File: config.mk
export PLATFORM = sky130hd
export DESIGN_NAME = rls_mul
export DESIGN_NICKNAME = d
export VERILOG_FILES = /design/src/hdl/rls_pkg.sv /design/src/hdl/rls_mul.sv
export SDC_FILE = /design/constraint.sdc
export NUM_CORES = 2
export LEC_CHECK = 0
export CAP_MARGIN = 20
export CORE_ASPECT_RATIO = 1.25
export CORE_MARGIN = 2
export CORE_UTILIZATION = 58
export CTS_BUF_LIST = sky130_fd_sc_hd__clkbuf_4 sky130_fd_sc_hd__clkbuf_8
export DETAILED_ROUTE_END_ITERATION = 10
export DONT_BUFFER_PORTS = 1
export PLACE_DENSITY = 0.74
export SYNTH_ARGS = -nofsm -noshare
export SYNTH_HDL_FRONTEND = slang
export SYNTH_SLANG_ARGS = --single-unit
File: constraint.sdc
create_clock -name clk -period 7.9 [get_ports clk]
set_input_delay 0 -clock clk [delete_from_list [all_inputs] [get_ports clk]]
set_output_delay 0 -clock clk [all_outputs]
set_load 0.01 [all_outputs]
File: src/hdl/rls_pkg.sv
// Shared types, constants and saturation helpers for the RLS adaptive filter.
// Used by rls_mul, rls_div and rls_adaptive_filter; depends on nothing else.
package rls_pkg;

	localparam logic signed [47:0] LIM48 = 48'sh7FFF_FFFF_FFFF;
	localparam logic signed [63:0] LIM48_W = 64'sh0000_7FFF_FFFF_FFFF;
	localparam logic [15:0] INIT_RESET = 16'd1000;
	localparam logic [15:0] INIT_SAT = 16'd32767;

	typedef enum logic [1:0] {
		OP_SAMPLE  = 2'd0,
		OP_READ    = 2'd1,
		OP_RESTART = 2'd2,
		OP_NONE    = 2'd3
	} op_t;

	typedef enum logic [3:0] {
		ST_CLEAR,
		ST_IDLE,
		ST_RD,
		ST_MUL,
		ST_WAIT,
		ST_DIV,
		ST_DIVW,
		ST_SUMS,
		ST_SUMS2,
		ST_OUT
	} state_t;

	typedef enum logic [2:0] {
		PH_PU,
		PH_DEN,
		PH_FO1,
		PH_WUPD,
		PH_FO2,
		PH_V,
		PH_PUPD
	} phase_t;

	typedef struct packed {
		logic start;
		logic long_b;
		logic sh32;
	} mul_ctl_t;

	function automatic logic [47:0] mag48(input logic signed [47:0] v);
		return v[47] ? 48'(-v) : 48'(v);
	endfunction

	function automatic logic signed [47:0] sat48(input logic signed [63:0] v);
		if (v > LIM48_W) begin
			return LIM48;
		end
		if (v < -LIM48_W) begin
			return -LIM48;
		end
		return v[47:0];
	endfunction

	function automatic logic signed [31:0] sat32(input logic signed [63:0] v);
		if (v > 64'sd2147483647) begin
			return 32'sh7FFF_FFFF;
		end
		if (v < -64'sd2147483648) begin
			return 32'sh8000_0000;
		end
		return v[31:0];
	endfunction

	function automatic logic signed [47:0] diag_of(input logic [15:0] init);
		return (init > INIT_SAT) ? LIM48 : {init, 32'b0};
	endfunction

endpackage

File: src/hdl/rls_mul.sv
// Multi-cycle rounding multiplier: 48-bit by 16-bit partial products, then
// rounding to nearest (ties away from zero) and symmetric 48-bit saturation.
// Depends on rls_pkg.
module rls_mul
	import rls_pkg::*;
(
	input  logic                clk,
	input  logic                arst_n,
	input  mul_ctl_t            ctl,
	input  logic signed [47:0]  a,
	input  logic signed [47:0]  b,
	output logic                done,
	output logic signed [47:0]  res
);

	logic               busy_q;
	logic               rnd_q;
	logic               done_q;
	logic [1:0]         cnt_q;
	logic [47:0]        ma_q;
	logic [47:0]        mb_q;
	logic               neg_q;
	logic               sh32_q;
	logic [95:0]        acc_q;
	logic signed [47:0] res_q;
	logic [15:0]        chunk;
	logic [63:0]        part;
	logic [96:0]        rsum;
	logic [96:0]        rshift;
	logic [46:0]        rmag;

	always_comb begin
		unique case (cnt_q)
			2'd2: begin
				chunk = mb_q[47:32];
			end
			2'd1: begin
				chunk = mb_q[31:16];
			end
			default: begin
				chunk = mb_q[15:0];
			end
		endcase
		part   = {16'b0, ma_q} * {48'b0, chunk};
		rsum   = {1'b0, acc_q} + (sh32_q ? (97'd1 << 31) : (97'd1 << 14));
		rshift = sh32_q ? (rsum >> 32) : (rsum >> 15);
		rmag   = (rshift > 97'h7FFF_FFFF_FFFF) ? LIM48[46:0] : rshift[46:0];
	end

	always_ff @(posedge clk or negedge arst_n) begin
		if (!arst_n) begin
			busy_q <= 1'b0;
			rnd_q  <= 1'b0;
			done_q <= 1'b0;
			cnt_q  <= 2'd0;
		end else if (ctl.start) begin
			busy_q <= 1'b1;
			rnd_q  <= 1'b0;
			done_q <= 1'b0;
			cnt_q  <= ctl.long_b ? 2'd2 : 2'd0;
		end else if (busy_q && !rnd_q) begin
			done_q <= 1'b0;
			if (cnt_q == 2'd0) begin
				rnd_q <= 1'b1;
			end else begin
				cnt_q <= cnt_q - 2'd1;
			end
		end else if (busy_q) begin
			busy_q <= 1'b0;
			rnd_q  <= 1'b0;
			done_q <= 1'b1;
		end else begin
			done_q <= 1'b0;
		end
	end

	always_ff @(posedge clk) begin
		if (ctl.start) begin
			ma_q   <= mag48(a);
			mb_q   <= mag48(b);
			neg_q  <= a[47] ^ b[47];
			sh32_q <= ctl.sh32;
			acc_q  <= '0;
		end else if (busy_q && !rnd_q) begin
			acc_q <= (acc_q << 16) + {32'b0, part};
		end else if (busy_q) begin
			res_q <= neg_q ? -$signed({1'b0, rmag}) : $signed({1'b0, rmag});
		end
	end

	assign done = done_q;
	assign res  = res_q;

endmodule

==> run summary <==
Status - complete, but fails checks
Violated checks - hold timing, setup timing
Count of cell types in the netlist - 102
Final worst setup slack - -0.218 ns
PortBufs - 0
Worst reg2reg path endpoint - acc_q[72]
Die area - 73,900 µm²
Die Width - 244 µm
Dpl hpwl - 100,000 µm
Vias in the first global route - 39,200
TritonRoute pass-1 iters - 8
Vias per cell - 6.01
Root Driver - clkbuf_8
First-pass GRT wire length - 218,000 µm
Die Y - 303 µm
Drt wl/cell - 22.4 µm
DP Area - 44,500 µm²
Nets - 6,197
Critical Path Max Stage Delay - 0.53 ns
Worst Setup Start Kind - register
WHS - -0.545 ns
Global placer's final weighted congestion - 1.00
Setup violators final - 19
Initial antenna violation count - 4
Tmin final - 8.12 ns
CTS sink count - 247
CTS tree - built
Longest Clk Path Bufs - 3
Initial Utilization - 58.7%
Worst-path clk slew - 0.08 ns
Relative slew slack - 18.6%
Total number of vias - 37,400
CP max FO - 18
Critical path origin - cnt_q[1]
Post-synth ARST share - 2.02%
FF-to-FF Start - cnt_q[1]
Syn nets - 5,821
Post-synth EDFFs - 146
Worst-margin pin slew - 1.21 ns
Most used cell, CP - fa_1
Ports - 150
Final core utilization - 69.4%
RSZ-0062 raised after global routing - true
Hold buffer count at CTS - 246
Fin. Hold Viols - 135
Max Fclk - 123 MHz
Max Cap Viol - 0
Warnings, synthesis - 0
Total track usage - 38.1%
DRC - 0
Remaining antenna violation count - 0
Share of cells above drive strength 1 - 11.8%
Area leader, netlist - fa_1
Cells after Synth - 4,870
Core area - 70,900 µm²
Synth area leaders - fa_1 (33%), edfxtp_1 (11%), inv_1 (8.1%), nand2_1 (7.0%), ha_1 (4.8%)
Area of the mapped netlist - 41,600 µm²
Cell with the most instances after synthesis - inv_1
Placed cell count - 5,841
Reg2reg setup slack - -0.22 ns
Post-synthesis average cell area - 8.55 µm²
Path type of the worst setup path - register to register
#FFs+latches synth - 247
Period utilization - 103%
Final wirelength - 140,000 µm
Total CTS buffers - 45
H-tree depth - 2
Fin area - 49,300 µm²
Clock latency at the later pin of the worst-skew pair - 0.71 ns
Sequential share of the synthesized area - 15.5%
Reg2Reg Depth - 30
Final Max Tran Viols - 0
# rows - 109
Area growth from synthesis to layout - 18.3%
DRT iter0 DRCs - 3,401
Hold/Removal Path Class - primary input to register
Ys flop type - edfxtp_1
Most frequent cells after synthesis - inv_1 (897), nand2_1 (778), fa_1 (690)
CP arrival - 8.68 ns
Clk_skew - 0.0547 ns
Fill count - 5,380
Top cell type's share of synthesized area - 33.2%
Finished Layout Cells - 6,229
Largest net degree at the start of global routing - 179
Slowest cell on the critical path - fa_1
CP endpoint - acc_q[72]
Worst EP required - 8.46 ns
Grt ovf - 0
Setup crit end kind - register
## critical path: cells and delay by family, from the launching register on
kind	cells	cell delay, ns
compound gates	7	1.38
fa+ha+maj	8	3.56
buf+inv	8	1.09
flops	1	0.40
simple gates	7	1.59
## cells in the final DEF, fill, tap and decap left out, types with 96 or more instances in the layout
cell type and instances:
dfxtp_1 96, o21ai_0 122, nor2_1 150, nand2_1 775
fa_1 679, a21oi_1 146, xnor2_1 162, ha_1 148
and2_1 272, buf_4 306, inv_1 893, dlygate4sd3_1 243
edfxtp_1 146
## flip-flops by register name (all words and copies together) (netlist names), 2 cells and up
register and cells:
mb_q 48, acc_q 96, res 48, ma_q 48, cnt_q 2
## routing by layer
| metal | wire, µm | GRT usage [%] | up-vias | part of all wire (%) |
|---|---|---|---|---|
| li1 | - | - | 16200 | - |
| met1 | 51000 | 46.8 | 18500 | 37 |
| met2 | 66700 | 63.5 | 2110 | 48 |
| met3 | 12500 | 6.66 | 570 | 8.9 |
| met4 | 9340 | 22.4 | 4 | 6.7 |
| met5 | 29 | 0 | - | 0.021 |
## worst min-delay path by stage
stage                     startpoint       end  slack (ns)  depth (start not counted)
after floorplan               arst_n    busy_q       -0.30                          0
after global placement        arst_n  cnt_q[1]       -0.30                          0
after detailed placement      arst_n  cnt_q[1]       -0.30                          0
after CTS                     ctl[2]   ma_q[1]       -0.59                          0
after global routing          ctl[2]  mb_q[42]       -0.57                          0
final                         ctl[2]  mb_q[42]       -0.55                          0
## timing repair
action,in CTS,in global routing
hold endpoints to repair,349,135
resized for setup,77,79
cloned,7,5
pin swaps,46,58
setup buffers,35,12
setup endpoints to repair,44,74
## kinds of logic after synthesis
kind of cell | after synthesis | share of synthesized area (%)
mux | 27 | 0.673
xor+xnor | 215 | 4.52
buf+inv | 1180 | 10.9
fa+ha+maj | 850 | 38.0
compound gates | 641 | 10.1
flops | 247 | 15.5
simple gates | 1710 | 20.4
## through the flow
stage / setup TNS [ns] / setup WS [ns]
finish: -1.36 / -0.218
global route: -10.25 / -0.368
CTS: -0.0273 / -0.0224
detailed placement: -10.25 / -0.521
global placement: -6.35 / -0.319
floorplan: -0.0299 / -0.0299
## layout make-up
type | instances | area [µm²] | area share [%]
Antenna cell | 4 | 10.0 | 0.0203
Clock inverter | 28 | 240 | 0.488
Inverter | 900 | 3380 | 6.86
Timing Repair Buffer | 608 | 5860 | 11.9
Sequential cell | 247 | 6430 | 13.1
Clock buffer | 55 | 694 | 1.41
Tap cell | 943 | 1180 | 2.40
Multi-Input combinational cell | 3444 | 31500 | 63.9
Power is left out: the tool's default activity adds up to more than one toggle a clock period on the data nets, which glitch-free logic cannot reach.
