### config.mk
export PLATFORM = sky130hd
export DESIGN_NAME = rls_div
export DESIGN_NICKNAME = d
export VERILOG_FILES = /design/src/hdl/rls_pkg.sv /design/src/hdl/rls_div.sv
export SDC_FILE = /design/constraint.sdc
export NUM_CORES = 1
export LEC_CHECK = 0
export ABC_AREA = 0
export BUFFER_PORTS_ARGS = -buffer_cell sky130_fd_sc_hd__buf_4
export CORE_AREA = 10 10 232 234
export DETAILED_ROUTE_END_ITERATION = 10
export DIE_AREA = 0 0 242 244
export GPL_TIMING_DRIVEN = 0
export PLACE_DENSITY = 0.54
export RECOVER_POWER = 100
export SKIP_LAST_GASP = 1
export SLEW_MARGIN = 25
export SYNTH_ARGS = -nofsm -noshare
export SYNTH_HDL_FRONTEND = slang
export SYNTH_SLANG_ARGS = --single-unit
export TNS_END_PERCENT = 5
### constraint.sdc
create_clock -name clk -period 3.95 [get_ports clk]
set_clock_uncertainty 0.15 [all_clocks]
set_input_delay 0.1975 -clock clk [delete_from_list [all_inputs] [get_ports clk]]
set_output_delay 0.1975 -clock clk [all_outputs]
set_load 0.05 [all_outputs]
### src/hdl/rls_pkg.sv
// Shared types, constants and saturation helpers for the RLS adaptive filter.
// Used by rls_mul, rls_div and rls_adaptive_filter; depends on nothing else.
package rls_pkg;

	localparam logic signed [47:0] LIM48 = 48'sh7FFF_FFFF_FFFF;
	localparam logic signed [63:0] LIM48_W = 64'sh0000_7FFF_FFFF_FFFF;
	localparam logic [15:0] INIT_RESET = 16'd1000;
	localparam logic [15:0] INIT_SAT = 16'd32767;

	typedef enum logic [1:0] {
		OP_SAMPLE  = 2'd0,
		OP_READ    = 2'd1,
		OP_RESTART = 2'd2,
		OP_NONE    = 2'd3
	} op_t;

	typedef enum logic [3:0] {
		ST_CLEAR,
		ST_IDLE,
		ST_RD,
		ST_MUL,
		ST_WAIT,
		ST_DIV,
		ST_DIVW,
		ST_SUMS,
		ST_SUMS2,
		ST_OUT
	} state_t;

	typedef enum logic [2:0] {
		PH_PU,
		PH_DEN,
		PH_FO1,
		PH_WUPD,
		PH_FO2,
		PH_V,
		PH_PUPD
	} phase_t;

	typedef struct packed {
		logic start;
		logic long_b;
		logic sh32;
	} mul_ctl_t;

	function automatic logic [47:0] mag48(input logic signed [47:0] v);
		return v[47] ? 48'(-v) : 48'(v);
	endfunction

	function automatic logic signed [47:0] sat48(input logic signed [63:0] v);
		if (v > LIM48_W) begin
			return LIM48;
		end
		if (v < -LIM48_W) begin
			return -LIM48;
		end
		return v[47:0];
	endfunction

	function automatic logic signed [31:0] sat32(input logic signed [63:0] v);
		if (v > 64'sd2147483647) begin
			return 32'sh7FFF_FFFF;
		end
		if (v < -64'sd2147483648) begin
			return 32'sh8000_0000;
		end
		return v[31:0];
	endfunction

	function automatic logic signed [47:0] diag_of(input logic [15:0] init);
		return (init > INIT_SAT) ? LIM48 : {init, 32'b0};
	endfunction

endpackage

### src/hdl/rls_div.sv
// Restoring divider for the gain: trunc(num * 2^32 / den), one quotient bit
// per cycle, saturated symmetrically to 48 bits.
// Depends on rls_pkg.
module rls_div
	import rls_pkg::*;
(
	input  logic                clk,
	input  logic                arst_n,
	input  logic                start,
	input  logic signed [47:0]  num,
	input  logic signed [48:0]  den,
	output logic                done,
	output logic signed [47:0]  quo
);

	logic               busy_q;
	logic               fin_q;
	logic               done_q;
	logic [6:0]         cnt_q;
	logic [47:0]        n_q;
	logic [48:0]        d_q;
	logic [49:0]        r_q;
	logic [48:0]        q_q;
	logic               over_q;
	logic               neg_q;
	logic signed [47:0] quo_q;
	logic [49:0]        r_sh;
	logic               ge;
	logic [49:0]        r_nx;
	logic [48:0]        q_sh;
	logic [47:0]        qm;

	always_comb begin
		r_sh = {r_q[48:0], n_q[47]};
		ge   = r_sh >= {1'b0, d_q};
		r_nx = ge ? (r_sh - {1'b0, d_q}) : r_sh;
		q_sh = {q_q[47:0], ge};
		qm   = over_q ? 48'(LIM48) : q_q[47:0];
	end

	always_ff @(posedge clk or negedge arst_n) begin
		if (!arst_n) begin
			busy_q <= 1'b0;
			fin_q  <= 1'b0;
			done_q <= 1'b0;
			cnt_q  <= 7'd0;
		end else begin
			done_q <= fin_q;
			fin_q  <= 1'b0;
			if (start) begin
				busy_q <= 1'b1;
				cnt_q  <= 7'd79;
			end else if (busy_q) begin
				if (cnt_q == 7'd0) begin
					busy_q <= 1'b0;
					fin_q  <= 1'b1;
				end else begin
					cnt_q <= cnt_q - 7'd1;
				end
			end
		end
	end

	always_ff @(posedge clk) begin
		if (start) begin
			n_q    <= mag48(num);
			d_q    <= den[48:0];
			r_q    <= '0;
			q_q    <= '0;
			over_q <= 1'b0;
			neg_q  <= num[47];
		end else if (busy_q) begin
			n_q <= n_q << 1;
			r_q <= r_nx;
			if (!over_q) begin
				q_q    <= q_sh;
				over_q <= q_sh > 49'h7FFF_FFFF_FFFF;
			end
		end else if (fin_q) begin
			quo_q <= neg_q ? -$signed(qm) : $signed(qm);
		end
	end

	assign done = done_q;
	assign quo  = quo_q;

endmodule

==> impl_metrics.json <==
{
  "drc": 0,
  "drt_wl_total_mm": 44.48,
  "clock_sinks": 254,
  "clkLatencyLatePin_ps": 580,
  "die_w_um": 242,
  "synth-edff-count": 146,
  "coreArea_um2": 49450,
  "rsz0062_at_grt": "true",
  "grtUsageMet2": 0.2382,
  "syn2layout_area_growth_pct": 27.89,
  "cp_cell_sequence": "or4_4 > or4_4 > or4_4 > or3_4 > or4_4 > or4_4 > nor3_4 > nor2_1 > a311o_1",
  "cts_tree": "done",
  "grt_pass1_wl_mm": 70.47,
  "max_stage_delay_ps": 560,
  "crit_type": "flop to flop",
  "gr-usage-all-layers": 0.1441,
  "vias": 13090,
  "slew_headroom": 0.02949,
  "max_freq_ghz": 0.2368,
  "cp-start-kind": "flop",
  "synthCells": 1618,
  "grt_pass1_vias": 13050,
  "yosys_register_bits": 254,
  "cts-htree-levels": 1,
  "drive_gt1_frac": 0.1138,
  "place_congestion": 0.8877,
  "vdd_ir_drop_max_mv": 0.3360,
  "finalPower_mw": 9.966,
  "worstHoldPathCells": 4,
  "drv_cap": 0,
  "final_nets": 2064,
  "dr.pass1.iters": 5,
  "antenna_found_initial": 2,
  "synth_nets": 1772,
  "worst_pin_slew_ps": 1456,
  "period_share": 1.069,
  "crit_fanout": 8,
  "grtUsageMet3": 0.02256,
  "setup_violations": 7,
  "fin_crit_ps": 4223,
  "syn_area_um2": 14610,
  "clockRootBuffer": "clkbuf_16",
  "cp_common_cell": "or4_4",
  "clock_tree.buffer_depth": 3,
  "ys_seq_area_frac": 0.4514,
  "worstPathArrival_ps": 4380,
  "rrSetupSlack_ps": -270,
  "grt_start_max_net_pins": 56,
  "min_from": "num[12]",
  "cts_made_buffers": 30,
  "r2r-end": "quo[42]$_DFFE_PP_",
  "hold_path_end": "n_q[13]$_DFFE_PP_",
  "required_ps": 4110,
  "fp.dieArea_um2": 59050,
  "reg2reg_from": "q_q[8]$_SDFFE_PP0P_",
  "overflow": 0,
  "clk_pin_slew_ps": 60,
  "die_h_um": 244,
  "busiest_layer": "met2",
  "use_met1": 0.1909,
  "start_util": 0.2955,
  "synth_ff_type": "edfxtp_1",
  "violations": "setup timing",
  "fin_ws_ps": -273.5,
  "io_buffers": 148,
  "ys_warn_count": 0,
  "placementRows": 82,
  "wl_per_cell_um": 17.06,
  "power_density_nw_per_um2": 533.3,
  "ys_types": 70,
  "status": "finished with violations",
  "reg2regPathDepth": 9,
  "hold_violations": 0,
  "ys_async_sr_fraction": 0.03937,
  "io_pins": 149,
  "drt-initial-drc-count": 972,
  "report.final.slew_viol_count": 0,
  "dp_hpwl_mm": 32.58,
  "hold-worst-slack_ps": 38.74,
  "cpMaxStageDelayCell": "or4_4",
  "endpoint_kind": "flop",
  "finalNonFillerCells": 2607,
  "vias_per_cell": 5.020,
  "p_leak_nw": 7.335,
  "dp_cells": 2440,
  "hp-class": "input port to flop",
  "avgSynthCellArea_um2": 9.031,
  "antenna_left": 0
}
Yosys cell counts, types with 10 or more instances:
| library cell | number | share of area |
|---|---|---|
| nor2b_1 | 13 | 0.0056 |
| a21o_1 | 36 | 0.018 |
| nand2_1 | 205 | 0.053 |
| nand4_1 | 15 | 0.0064 |
| and3_1 | 12 | 0.0051 |
| or4_1 | 15 | 0.0077 |
| nor4_1 | 10 | 0.0043 |
| nand2b_1 | 16 | 0.0069 |
| mux2i_1 | 28 | 0.019 |
| nand3_1 | 23 | 0.0079 |
| inv_1 | 69 | 0.018 |
| dfrtp_1 | 10 | 0.017 |
| nor2_1 | 171 | 0.044 |
| a211oi_1 | 43 | 0.022 |
| xor2_1 | 72 | 0.043 |
| clkbuf_1 | 79 | 0.020 |
| xnor2_1 | 30 | 0.018 |
| o31ai_1 | 13 | 0.0067 |
| a21oi_1 | 177 | 0.061 |
| or3_1 | 15 | 0.0064 |
| o21ai_0 | 60 | 0.021 |
| and2_1 | 10 | 0.0043 |
| edfxtp_1 | 146 | 0.30 |
| ha_1 | 53 | 0.045 |
| nor3_1 | 27 | 0.0092 |
| o41ai_1 | 12 | 0.0072 |
| dfxtp_1 | 98 | 0.13 |
| a311oi_1 | 15 | 0.0090 |
| o211ai_1 | 10 | 0.0051 |
state kept, by name, summed over array words and instances, names as in the netlist:
name and cells:
neg_q 1, done 1, n_q 48, over_q 1, cnt_q 7, busy_q 1, quo 48, q_q 48
r_q 49, d_q 49, fin_q 1
how the worst max path moves through the flow:
| stage | startpoint | to | slack (ps) | depth (start not counted) |
|---|---|---|---|---|
| 5_1_grt | q_q[8]$_SDFFE_PP0P_ | quo[42]$_DFFE_PP_ | -320 | 9 |
| 3_3_place_gp | n_q[47]$_DFFE_PP_ | r_q[36]$_SDFFE_PP0P_ | -1460 | 14 |
| 3_5_place_dp | n_q[47]$_DFFE_PP_ | r_q[36]$_SDFFE_PP0P_ | -1200 | 14 |
| 6_report | q_q[8]$_SDFFE_PP0P_ | quo[42]$_DFFE_PP_ | -270 | 9 |
| 2_1_floorplan | over_q$_SDFFE_PP0P_ | quo[42]$_DFFE_PP_ | -10 | 13 |
| 4_1_cts | q_q[9]$_SDFFE_PP0P_ | quo[42]$_DFFE_PP_ | -270 | 9 |
repair_timing:
item | CTS | global route
pin swaps | 4 | 8
setup buffers | 5 | 10
hold buffers | 101 | 0
hold endpoints to repair | 108 | 0
gates resized for setup | 19 | 22
setup endpoints to repair | 62 | 62
power breakdown:
group | leakage [nW] | switching [mW] | total [mW] | internal, mW
registers | 2.33 | 0.208 | 3.37 | 3.16
logic | 4.49 | 2.09 | 3.69 | 1.60
clock network | 0.519 | 1.14 | 2.91 | 1.77
logic make-up (layout without fill, tap and decap cells):
kind of cell             Yosys count  in the layout  share of synthesized area
AO/OA/AOI/OAI                    438            438                     0.1889
other                              0              1                          0
XOR/XNOR                         102            102                    0.06113
adder cells (fa/ha/maj)           54             54                    0.04675
flip-flops                       254            254                     0.4514
buffers and inverters            157            473                    0.04059
AND/OR/NAND/NOR                  578            578                     0.1867
multiplexers                      35             35                    0.02457
per-layer routing:
layer	vias to the layer above	share of wire
met3	78	0.052
met4	4	0.025
met5	-	0.00031
li1	6458	-
met1	6169	0.46
met2	379	0.46
cells in the final DEF, fill, tap and decap left out, drive strengths merged, types with 13 or more instances in the layout:
cell,n
clkbuf,223
nand2,205
a21oi,177
nor2,171
edfxtp,146
dlygate4sd3,101
dfxtp,98
xor2,72
inv,72
buf,67
o21ai,60
ha,53
a211oi,43
a21o,36
xnor2,30
mux2i,28
nor3,28
or4,25
nand3,23
or3,18
nand2b,16
nand4,15
a311oi,15
o31ai,13
nor2b,13
per-stage QoR:
step | area [um2] | TNS, ps | utilization | worst slack (ps)
after detailed placement | 16620 | -52570 | 0.3361 | -1199
after global routing | 18690 | -3613 | 0.3778 | -320.3
after CTS | 18770 | -1603 | 0.3795 | -268.7
final | 18690 | -747.7 | 0.3779 | -273.5
after global placement | 16570 | -65270 | 0.3350 | -1465
after floorplan | 14610 | -9.757 | - | -9.757
cell type report:
cell class	count	area (um2)
Antenna cell	1	2.502
Buffer	82	340.3
Clock buffer	43	890.9
Clock inverter	13	162.7
Fill cell	5130	30760
Inverter	69	259.0
Multi-Input combinational cell	1207	7560
Sequential cell	254	6599
Tap cell	672	840.8
Timing Repair Buffer	266	2033
worst max-delay path: cells and delay by family, from the launching register on:
kind	cells	cell delay, ps
AO/OA/AOI/OAI	1	360
flip-flops	1	360
AND/OR/NAND/NOR	8	3080
Power figures use the tool's default switching activity.
